## src/spm_pkg.sv

```systemverilog
package spm_pkg;

	localparam int PAGE_BYTES   = 4096;
	localparam int MAX_SLOTS    = 512;
	localparam int HEADER_BYTES = 16;
	localparam int SLOT_BYTES   = 4;
	localparam int PREFIX_BYTES = 4;
	localparam int RSVD_BYTES   = 4;

	localparam int PAGE_AW = $clog2(PAGE_BYTES);
	localparam int SLOT_AW = $clog2(MAX_SLOTS);
	localparam int CNT_W   = SLOT_AW + 1;
	localparam int OFF_W   = PAGE_AW + 1;
	localparam int LEN_W   = 12;
	localparam int IDX_W   = 12;
	localparam int QDEPTH  = 2;

	localparam logic [OFF_W-1:0] TOP_INIT = OFF_W'(PAGE_BYTES - RSVD_BYTES);

	typedef enum logic [2:0] {
		OP_INIT   = 3'd0,
		OP_INSERT = 3'd1,
		OP_UPDATE = 3'd2,
		OP_WBYTE  = 3'd3,
		OP_RBYTE  = 3'd4,
		OP_DELETE = 3'd5,
		OP_NEXT   = 3'd6,
		OP_NOP    = 3'd7
	} op_t;

	typedef enum logic [2:0] {
		ST_OK      = 3'd0,
		ST_NOSPACE = 3'd1,
		ST_BEYOND  = 3'd2,
		ST_DELETED = 3'd3,
		ST_TOOBIG  = 3'd4,
		ST_NONE    = 3'd5,
		ST_RANGE   = 3'd6
	} status_t;

	typedef struct packed {
		op_t              op;
		logic [SLOT_AW-1:0] slot;
		logic [LEN_W-1:0] size;
		logic [IDX_W-1:0] byte_index;
		logic [7:0]       data_byte;
	} item_t;

	typedef struct packed {
		logic             live;
		logic [OFF_W-1:0] off;
		logic [LEN_W-1:0] len;
	} slot_ent_t;

	typedef enum logic [2:0] {
		S_IDLE,
		S_RD,
		S_BRD,
		S_SCAN,
		S_PFX
	} bstate_t;

endpackage

```

## src/spm_front.sv

```systemverilog
module spm_front (
	input  logic                       clk,
	input  logic                       arst_n,
	input  logic                       in_valid,
	output logic                       in_ready,
	input  logic [2:0]                 mode,
	input  logic [spm_pkg::SLOT_AW-1:0] slot,
	input  logic [spm_pkg::LEN_W-1:0]  size,
	input  logic [spm_pkg::IDX_W-1:0]  byte_index,
	input  logic [7:0]                 data_byte,
	output logic                       q_valid,
	output spm_pkg::item_t             q_item,
	input  logic                       q_pop
);

	spm_pkg::item_t entry_q [spm_pkg::QDEPTH];
	logic           wp_q, rp_q;
	logic [1:0]     cnt_q;
	spm_pkg::item_t cls;
	logic           push;

	// classify the mode code into an operation
	always_comb begin
		cls.slot       = slot;
		cls.size       = size;
		cls.byte_index = byte_index;
		cls.data_byte  = data_byte;
		unique case (mode)
			3'd0:    cls.op = spm_pkg::OP_INIT;
			3'd1:    cls.op = spm_pkg::OP_INSERT;
			3'd2:    cls.op = spm_pkg::OP_UPDATE;
			3'd3:    cls.op = spm_pkg::OP_WBYTE;
			3'd4:    cls.op = spm_pkg::OP_RBYTE;
			3'd5:    cls.op = spm_pkg::OP_DELETE;
			3'd6:    cls.op = spm_pkg::OP_NEXT;
			default: cls.op = spm_pkg::OP_NOP;
		endcase
	end

	assign in_ready = (cnt_q != 2'(spm_pkg::QDEPTH));
	assign push     = in_valid && in_ready;
	assign q_valid  = (cnt_q != 2'd0);
	assign q_item   = entry_q[rp_q];

	always_ff @(posedge clk) begin
		if (push) begin
			entry_q[wp_q] <= cls;
		end
	end

	always_ff @(posedge clk or negedge arst_n) begin
		if (!arst_n) begin
			wp_q  <= 1'b0;
			rp_q  <= 1'b0;
			cnt_q <= 2'd0;
		end else begin
			if (push) wp_q <= ~wp_q;
			if (q_pop) rp_q <= ~rp_q;
			cnt_q <= cnt_q + 2'(push) - 2'(q_pop);
		end
	end

	ap_no_underflow: assert property (@(posedge clk) disable iff (!arst_n)
		q_pop |-> q_valid) else $error("pop from empty queue");
	ap_cnt_bound: assert property (@(posedge clk) disable iff (!arst_n)
		cnt_q <= 2'(spm_pkg::QDEPTH)) else $error("queue count overflow");
	ap_full_stall: assert property (@(posedge clk) disable iff (!arst_n)
		(cnt_q == 2'(spm_pkg::QDEPTH) && !q_pop) |=> cnt_q == 2'(spm_pkg::QDEPTH))
		else $error("full queue lost an entry");

endmodule

```

## config.mk

```make
export PLATFORM = sky130hd
export DESIGN_NAME = spm_front
export DESIGN_NICKNAME = d
export VERILOG_FILES = /design/src/spm_pkg.sv /design/src/spm_front.sv
export SDC_FILE = /design/constraint.sdc
export NUM_CORES = 1
export LEC_CHECK = 0
export BUFFER_PORTS_ARGS = -buffer_cell sky130_fd_sc_hd__buf_2
export CORE_MARGIN = 4
export CORE_UTILIZATION = 30
export DETAILED_ROUTE_END_ITERATION = 8
export PLACE_DENSITY = 0.47
export SETUP_SLACK_MARGIN = 0.15
export SLEW_MARGIN = 25
export SYNTH_ARGS = -nofsm -noshare
export SYNTH_HDL_FRONTEND = slang
export SYNTH_SLANG_ARGS = --single-unit
export TNS_END_PERCENT = 20
```

## constraint.sdc

```tcl
create_clock -name clk -period 7.4 [get_ports clk]
set_input_delay 0.74 -clock clk [delete_from_list [all_inputs] [get_ports clk]]
set_output_delay 0.74 -clock clk [all_outputs]
set_load 0.01 [all_outputs]
```

==> results of run 1 <==
[power by group through the flow]
stage	clock network, W	logic (W)	registers [W]
global route	0.000474	0.000607	0.000771
CTS	0.000448	0.000577	0.000761
floorplan	0	0.000409	0.000754
global placement	0	0.000572	0.000769
finish	0.000435	0.000554	0.000758
detailed placement	0	0.000574	0.000772
[state kept, by name, summed over array words and instances, names as in the netlist]
name,flops
rp_q,1
cnt_q,2
wp_q,1
entry_q,88
[cell usage in the layout (no fill, tap or decap), drive strengths merged]
cell      Yosys  layout
ha            1       1
buf           5      95
nor3b         1       1
xnor2         3       3
dfrtp         4       4
nand2b        1       1
clkbuf        3      10
a21oi         1       1
nand2         1       1
mux2         44      44
clkinvlp      0       1
bufinv        0       1
clkinv        0       4
xor2          1       1
and3          1       1
edfxtp       88      88
nor2          1       1
or2           1       1
a21bo         1       1
[layout make-up]
| class | instances | area (um^2) |
|---|---|---|
| sequential | 92 | 2740 |
| timing repair buffer | 95 | 480 |
| fill | 1081 | 7070 |
| tap | 143 | 179 |
| clock buffer | 10 | 229 |
| multi-input combinational | 57 | 759 |
| clock inverter | 6 | 55.1 |
[metrics by stage]
stage,std cells,hold slack [ns]
2_1_floorplan,157,0.444
3_3_place_gp,387,0.529
3_5_place_dp,387,0.531
4_1_cts,403,0.191
5_1_grt,403,0.192
6_report,403,0.209
[logic make-up after synthesis]
| logic type | Yosys count |
|---|---|
| AO/OA/AOI/OAI | 2 |
| XOR/XNOR | 4 |
| adder cells (fa/ha/maj) | 1 |
| buffers and inverters | 8 |
| flip-flops | 92 |
| multiplexers | 44 |
| AND/OR/NAND/NOR | 6 |
[routing by layer]
metal	GRT usage [%]	vias to the layer above	wire length, um
met1	11.8	837	2810
met3	4.27	12	625
met5	0	-	13
met4	5.50	2	134
li1	-	809	-
met2	14.5	75	2850
[path summary, 6_finish.rpt]
| check | endpoint | slack [ns] | cells after the start |
|---|---|---|---|
| max | q_item[2] | 4.61 | 3 |
| min | cnt_q[1] | 0.21 | 1 |
| max reg2reg | entry_q[0][12] | 5.32 | 4 |
| min reg2reg | cnt_q[0] | 0.54 | 1 |
| max in group asynchronous | rp_q | 7.05 | 1 |
| min in group clk | cnt_q[0] | 0.54 | 1 |
==> tab_implementation.tex, run 1 <==
\begin{tabular}{lr}
\hline
Metric & Value \\
\hline
\multicolumn{2}{l}{\textbf{Min path}} \\
\quad Type of the tightest min-delay check & in -> async \\
\multicolumn{2}{l}{\textbf{Layout}} \\
\quad Antenna diodes & 0 \\
\quad Area added between synthesis and finish & 25.0\% \\
\quad Final \#Nets & 304 \\
\quad Share of final-layout standard cells stronger than drive strength 1 & 60.8\% \\
\quad Post-route core utilization & 38.6\% \\
\quad Final cell area excluding filler cells & 4450 um\^{}2 \\
\multicolumn{2}{l}{\textbf{Synth}} \\
\quad Commonest cells in the synthesized netlist & sky130\_fd\_sc\_hd\_\_edfxtp\_1 (88), sky130\_fd\_sc\_hd\_\_mux2\_4 (39), sky130\_fd\_sc\_hd\_\_buf\_6 (5), sky130\_fd\_sc\_hd\_\_mux2\_2 (5), sky130\_fd\_sc\_hd\_\_dfrtp\_1 (4) \\
\quad Basic-gate share of the synthesized area counting and, or, nand and nor cells & 1.09\% \\
\quad Yosys cell types & 17 \\
\quad Most instantiated flip-flop cell in the synthesis netlist & sky130\_fd\_sc\_hd\_\_edfxtp\_1 \\
\quad Seq/Total Area, Yosys & 77.1\% \\
\quad Main combinational cell family by area after synthesis & multiplexers \\
\quad XOR/XNOR share of the synthesized area & 0.985\% \\
\quad Cell types with the largest area share after synthesis & sky130\_fd\_sc\_hd\_\_edfxtp\_1 (74\%), sky130\_fd\_sc\_hd\_\_mux2\_4 (16\%), sky130\_fd\_sc\_hd\_\_dfrtp\_1 (2.8\%) \\
\quad Fraction of the mapped netlist area in compound gates & 0.528\% \\
\quad Post-synth net total & 206 \\
\quad FFs w/ async S/R, synth & 4.35\% \\
\quad Cells after synthesis & 157 \\
\quad Number of enable-type register cells in the synthesized netlist & 88 \\
\quad Most common cell in the netlist & sky130\_fd\_sc\_hd\_\_edfxtp\_1 \\
\quad Post-synthesis adder-cell area fraction & 0.352\% \\
\quad Top-area cell type share of the netlist area & 74.3\% \\
\quad Total standard cell area after synthesis & 3560 um\^{}2 \\
\quad Yosys Warn Count & 0 \\
\quad Portion of netlist area occupied by mux cells & 18.0\% \\
\quad Post-synthesis cell type with the largest combined area & sky130\_fd\_sc\_hd\_\_edfxtp\_1 \\
\quad Synthesized area per cell & 22.7 um\^{}2 \\
\quad Post-synthesis register bit count & 92 \\
\multicolumn{2}{l}{\textbf{Clock tree}} \\
\quad Register clock-pin slew on the reported worst setup and hold paths & 0.06 ns \\
\quad CTS tree & yes \\
\quad Number of buffers created by CTS & 9 \\
\quad Number of buffers inserted for hold repair after clock tree synthesis & 0 \\
\quad Clock sink total & 92 \\
\quad Buffers from clock root to sink, at most & 2 \\
\quad Root Buffer Master & sky130\_fd\_sc\_hd\_\_clkbuf\_16 \\
\quad CTS resizes & 0 \\
\quad Post-CTS setup buffers & 0 \\
\quad Total number of H-tree levels & 3 \\
\quad Insertion delay to the later sink of the worst-skew pair & 0.33 ns \\
\multicolumn{2}{l}{\textbf{Power and ir drop}} \\
\quad Post-layout power & 0.00175 W \\
\quad Relative contribution of sequential cells to total power & 43.4\% \\
\quad Total power density per cell area & 393 nW/um\^{}2 \\
\quad Proportion of power drawn by the clock network & 24.9\% \\
\quad Static Leak & 1.76 nW \\
\quad Maximum ir drop on the vdd rail & 0.000215 V \\
\quad Combinational group share of total power & 31.7\% \\
\quad Switching share of total power & 28.4\% \\
\quad Internal power & 0.00125 W \\
\quad P\_sw & 0.000496 W \\
\multicolumn{2}{l}{\textbf{Placement}} \\
\quad Post-detailed-placement half-perimeter wirelength & 4240 um \\
\quad Post-detailed-placement cell area & 4160 um\^{}2 \\
\quad Post-place setup slack & 4.92 ns \\
\quad Final Wtd Congestion & 0.697 \\
\quad Port-buffer cells & 93 \\
\multicolumn{2}{l}{\textbf{Critical path}} \\
\quad Critical path fanouts, max & 36 \\
\quad Data required time of the critical path & 6.66 ns \\
\quad Crit. End Element & output pin \\
\quad CP startpoint & rp\_q \\
\quad Buffer and inverter count on the worst path & 2 \\
\quad Family of cells with the greatest summed delay on the critical path & buffers and inverters \\
\quad Worst Path Arrival & 2.05 ns \\
\quad Startpoint kind of the worst setup timing path & flop \\
\quad Startpoint of the worst-slack reg-to-reg timing path & cnt\_q[1] \\
\quad Critical path class & reg -> out \\
\quad Chain of cells forming the critical path & buf\_4, mux2\_2, buf\_2 \\
\quad Cell at the slowest stage of the critical path & sky130\_fd\_sc\_hd\_\_buf\_4 \\
\quad CP peak stage delay & 0.63 ns \\
\multicolumn{2}{l}{\textbf{STA}} \\
\quad Final period util & 37.7\% \\
\quad Worst-case headroom to the max-slew limit & 50.0\% \\
\quad Maximum clock frequency & 358 MHz \\
\quad Post-route worst setup slack & 4.61 ns \\
\quad Hold Violations, Final & 0 \\
\quad RSZ-0062 raised after global routing & false \\
\quad Setup total negative slack & 0 ns \\
\quad Number of endpoints failing setup at the final stage & 0 \\
\quad Pins over their slew limit & 0 \\
\quad Tightest Pin Transition & 0.749 ns \\
\quad Min cycle time layout & 2.79 ns \\
\quad Final clock skew & 0.00312 ns \\
\multicolumn{2}{l}{\textbf{Floorplan}} \\
\quad Cell row count & 39 \\
\quad Area of the die & 13700 um\^{}2 \\
\quad Total I/O pin count & 94 \\
\quad Die Height & 117 um \\
\quad Initial cell density of the core & 30.9\% \\
\quad Std-Cell Core Area & 11500 um\^{}2 \\
\quad DIE WIDTH & 117 um \\
\multicolumn{2}{l}{\textbf{Route}} \\
\quad Per-cell via count in the routed design & 4.31 \\
\quad Final antenna-violating net count & 0 \\
\quad Detailed router's first-iteration violation count & 49 \\
\quad Drt drc & 0 \\
\quad Wirelength per Cell & 16.0 um \\
\quad Via count & 1735 \\
\quad Total detailed-routing wirelength & 6430 um \\
\quad Count of TritonRoute iterations in the first routing pass & 4 \\
\multicolumn{2}{l}{\textbf{GRT}} \\
\quad GR Util All Layers & 9.75\% \\
\quad Global-route wire length before repair & 9600 um \\
\quad Via count of the first global-routing pass & 1862 \\
\quad Antenna violations before repair & 1 \\
\quad Grt total ovfl & 0 \\
\quad Maximum number of pins on one net before global-route repair & 45 \\
\multicolumn{2}{l}{\textbf{Run status}} \\
\quad Outcome & finished clean \\
\multicolumn{2}{l}{\textbf{Run}} \\
\quad Max-cap violations & 0 \\
\hline
\end{tabular}
No activity file was read; power rests on OpenSTA's default activity.
==> run 2, diff against run 1 <==
- clock period: 7.4 -> 2.68 ns (I/O delays scaled with it)
==> run 2 against run 1 <==
  * Via count fell by 1.8%
  * Worst setup slack got worse by 4.0 ns
  * Flip-flop and latch count unchanged
  * Non-clock buffer count is 5 higher
  * Critical path type unchanged
  * Largest cell class unchanged
==> tab_implementation.tex, run 2 (synthesis results as in run 1) <==
\begin{tabular}{lr}
\hline
Metric & Value \\
\hline
\multicolumn{2}{l}{\textbf{Critical path}} \\
\quad Startpoint kind of the worst setup timing path & flop \\
\quad Buffer and inverter count on the worst path & 2 \\
\quad Register-to-Register Setup Slack & 0.96 ns \\
\quad Cell at the slowest stage of the critical path & sky130\_fd\_sc\_hd\_\_dfrtp\_2 \\
\quad Critical path class & reg -> out \\
\quad Worst Path Arrival & 1.79 ns \\
\quad CP Capture Point & q\_item[4] \\
\quad CP peak stage delay & 0.72 ns \\
\quad Reg2Reg Depth & 4 \\
\quad Data required time of the critical path & 2.41 ns \\
\quad Startpoint of the worst-slack reg-to-reg timing path & cnt\_q[1] \\
\quad CP startpoint & rp\_q \\
\quad Instance count on the critical path & 3 \\
\quad Critical path fanouts, max & 17 \\
\quad Family of cells with the greatest summed delay on the critical path & flip-flops \\
\quad Reg2reg end & entry\_q[0][30] \\
\quad Chain of cells forming the critical path & buf\_4, mux2\_4, buf\_2 \\
\quad Crit. End Element & output pin \\
\multicolumn{2}{l}{\textbf{STA}} \\
\quad Tightest Pin Transition & 0.551 ns \\
\quad Final-layout worst hold slack & 0.126 ns \\
\quad Setup total negative slack & 0 ns \\
\quad Post-route worst setup slack & 0.620 ns \\
\quad Min cycle time layout & 2.06 ns \\
\quad Hold Violations, Final & 0 \\
\quad RSZ-0062 raised after global routing & false \\
\quad Number of endpoints failing setup at the final stage & 0 \\
\quad Final period util & 76.9\% \\
\quad Maximum clock frequency & 485 MHz \\
\quad Final clock skew & 0.00400 ns \\
\quad Pins over their slew limit & 0 \\
\quad Worst-case headroom to the max-slew limit & 63.2\% \\
\multicolumn{2}{l}{\textbf{Route}} \\
\quad Count of TritonRoute iterations in the first routing pass & 4 \\
\quad Drt drc & 0 \\
\quad Detailed router's first-iteration violation count & 77 \\
\quad Via count & 1704 \\
\quad Total detailed-routing wirelength & 6550 um \\
\quad Per-cell via count in the routed design & 4.19 \\
\quad Final antenna-violating net count & 0 \\
\quad Wirelength per Cell & 16.1 um \\
\multicolumn{2}{l}{\textbf{Layout}} \\
\quad Final \#Nets & 309 \\
\quad Leading cell type in the layout, fill and taps excluded & sky130\_fd\_sc\_hd\_\_buf\_2 \\
\quad Commonest cells after routing, fill and taps aside & sky130\_fd\_sc\_hd\_\_buf\_2 (93), sky130\_fd\_sc\_hd\_\_edfxtp\_1 (88), sky130\_fd\_sc\_hd\_\_mux2\_4 (39) \\
\quad Area added between synthesis and finish & 26.2\% \\
\quad Share of final-layout standard cells stronger than drive strength 1 & 60.2\% \\
\quad Register with the highest flop count & entry\_q \\
\quad Max FFs per register & 88 \\
\quad Fill cell instance count of the final layout & 1071 \\
\quad Antenna diodes & 0 \\
\quad Largest registers & entry\_q x88, cnt\_q x2 \\
\quad FF+latch area & 2740 um\^{}2 \\
\quad Post-route core utilization & 39.0\% \\
\quad Area taken by multi-input logic gates & 756 um\^{}2 \\
\multicolumn{2}{l}{\textbf{Floorplan}} \\
\quad Initial cell density of the core & 30.9\% \\
\quad Cell row count & 39 \\
\quad Die Height & 117 um \\
\quad DIE WIDTH & 117 um \\
\quad Std-Cell Core Area & 11500 um\^{}2 \\
\quad Area of the die & 13700 um\^{}2 \\
\quad Total I/O pin count & 94 \\
\multicolumn{2}{l}{\textbf{Clock tree}} \\
\quad CTS tree & yes \\
\quad Clock sink total & 92 \\
\quad Root Buffer Master & sky130\_fd\_sc\_hd\_\_clkbuf\_16 \\
\quad Post-CTS setup buffers & 0 \\
\quad Insertion delay to the later sink of the worst-skew pair & 0.33 ns \\
\quad Register clock-pin slew on the reported worst setup and hold paths & 0.06 ns \\
\quad Total number of H-tree levels & 3 \\
\quad Number of buffers created by CTS & 9 \\
\quad CTS resizes & 0 \\
\quad Buffers from clock root to sink, at most & 2 \\
\multicolumn{2}{l}{\textbf{Placement}} \\
\quad Final Wtd Congestion & 0.683 \\
\quad Port-buffer cells & 93 \\
\quad Post-place setup slack & 0.927 ns \\
\quad Post-detailed-placement half-perimeter wirelength & 4760 um \\
\multicolumn{2}{l}{\textbf{Min path}} \\
\quad Min-Delay Path Depth & 1 \\
\quad Type of the tightest min-delay check & in -> reg \\
\multicolumn{2}{l}{\textbf{Power and ir drop}} \\
\quad Total power density per cell area & 1060 nW/um\^{}2 \\
\quad Static Leak & 1.78 nW \\
\quad Maximum ir drop on the vdd rail & 0.000275 V \\
\multicolumn{2}{l}{\textbf{GRT}} \\
\quad Maximum number of pins on one net before global-route repair & 29 \\
\quad Grt total ovfl & 0 \\
\quad Antenna violations before repair & 0 \\
\quad GR Util All Layers & 9.86\% \\
\quad Via count of the first global-routing pass & 1765 \\
\quad Global-route wire length before repair & 9580 um \\
\multicolumn{2}{l}{\textbf{Run status}} \\
\quad Outcome & finished clean \\
\multicolumn{2}{l}{\textbf{Run}} \\
\quad Max-cap violations & 0 \\
\hline
\end{tabular}
## run 2: cell count changes in the layout (fill, tap and decap cells not counted), sizes merged
cell	before	now
clkinv	4	2
dlygate4sd3	0	1
buf	95	99
bufinv	1	0
clkbuf	10	12
## run 2: layout make-up
class | instances | area share (%)
Timing Repair Buffer | 100 | 12.4
Multi-Input combinational cell | 57 | 16.8
Clock buffer | 12 | 5.27
Clock inverter | 3 | 0.335
Sequential cell | 92 | 61.1
Tap cell | 143 | 3.99
## run 2: per-stage QoR
step                      cells  cell area (um^2)  total power, W
after floorplan             157              3560         0.00321
after global placement      391              4230         0.00378
after detailed placement    391              4230         0.00379
after CTS                   407              4490         0.00488
after global routing        407              4490         0.00505
final                       407              4490         0.00477
## run 2: layer usage
metal,GRT usage [%],vias up,wire length [um]
li1,-,817,-
met1,11.8,827,2750
met2,15.6,48,3240
met3,2.83,12,381
met4,6.42,0,177
met5,0,-,0
## run 2: how the worst min path moves through the flow
stage | from | endpoint
final | slot[7] | entry_q[0][39]
after global routing | size[7] | entry_q[0][27]
after CTS | byte_index[7] | entry_q[0][15]
after detailed placement | arst_n | cnt_q[0]
after global placement | arst_n | cnt_q[0]
after floorplan | arst_n | cnt_q[0]
## run 2: where the power goes
group          internal [W]  total, W  switching, W  leakage, nW
combinational      0.000841   0.00157      0.000728        0.796
clock              0.000616   0.00107      0.000450        0.118
sequential          0.00197   0.00213      0.000163        0.864
## run 2: what timing repair did
action,4_1_cts,5_1_grt
setup endpoints to repair,0,0
hold buffers,1,0
hold endpoints to repair,4,0
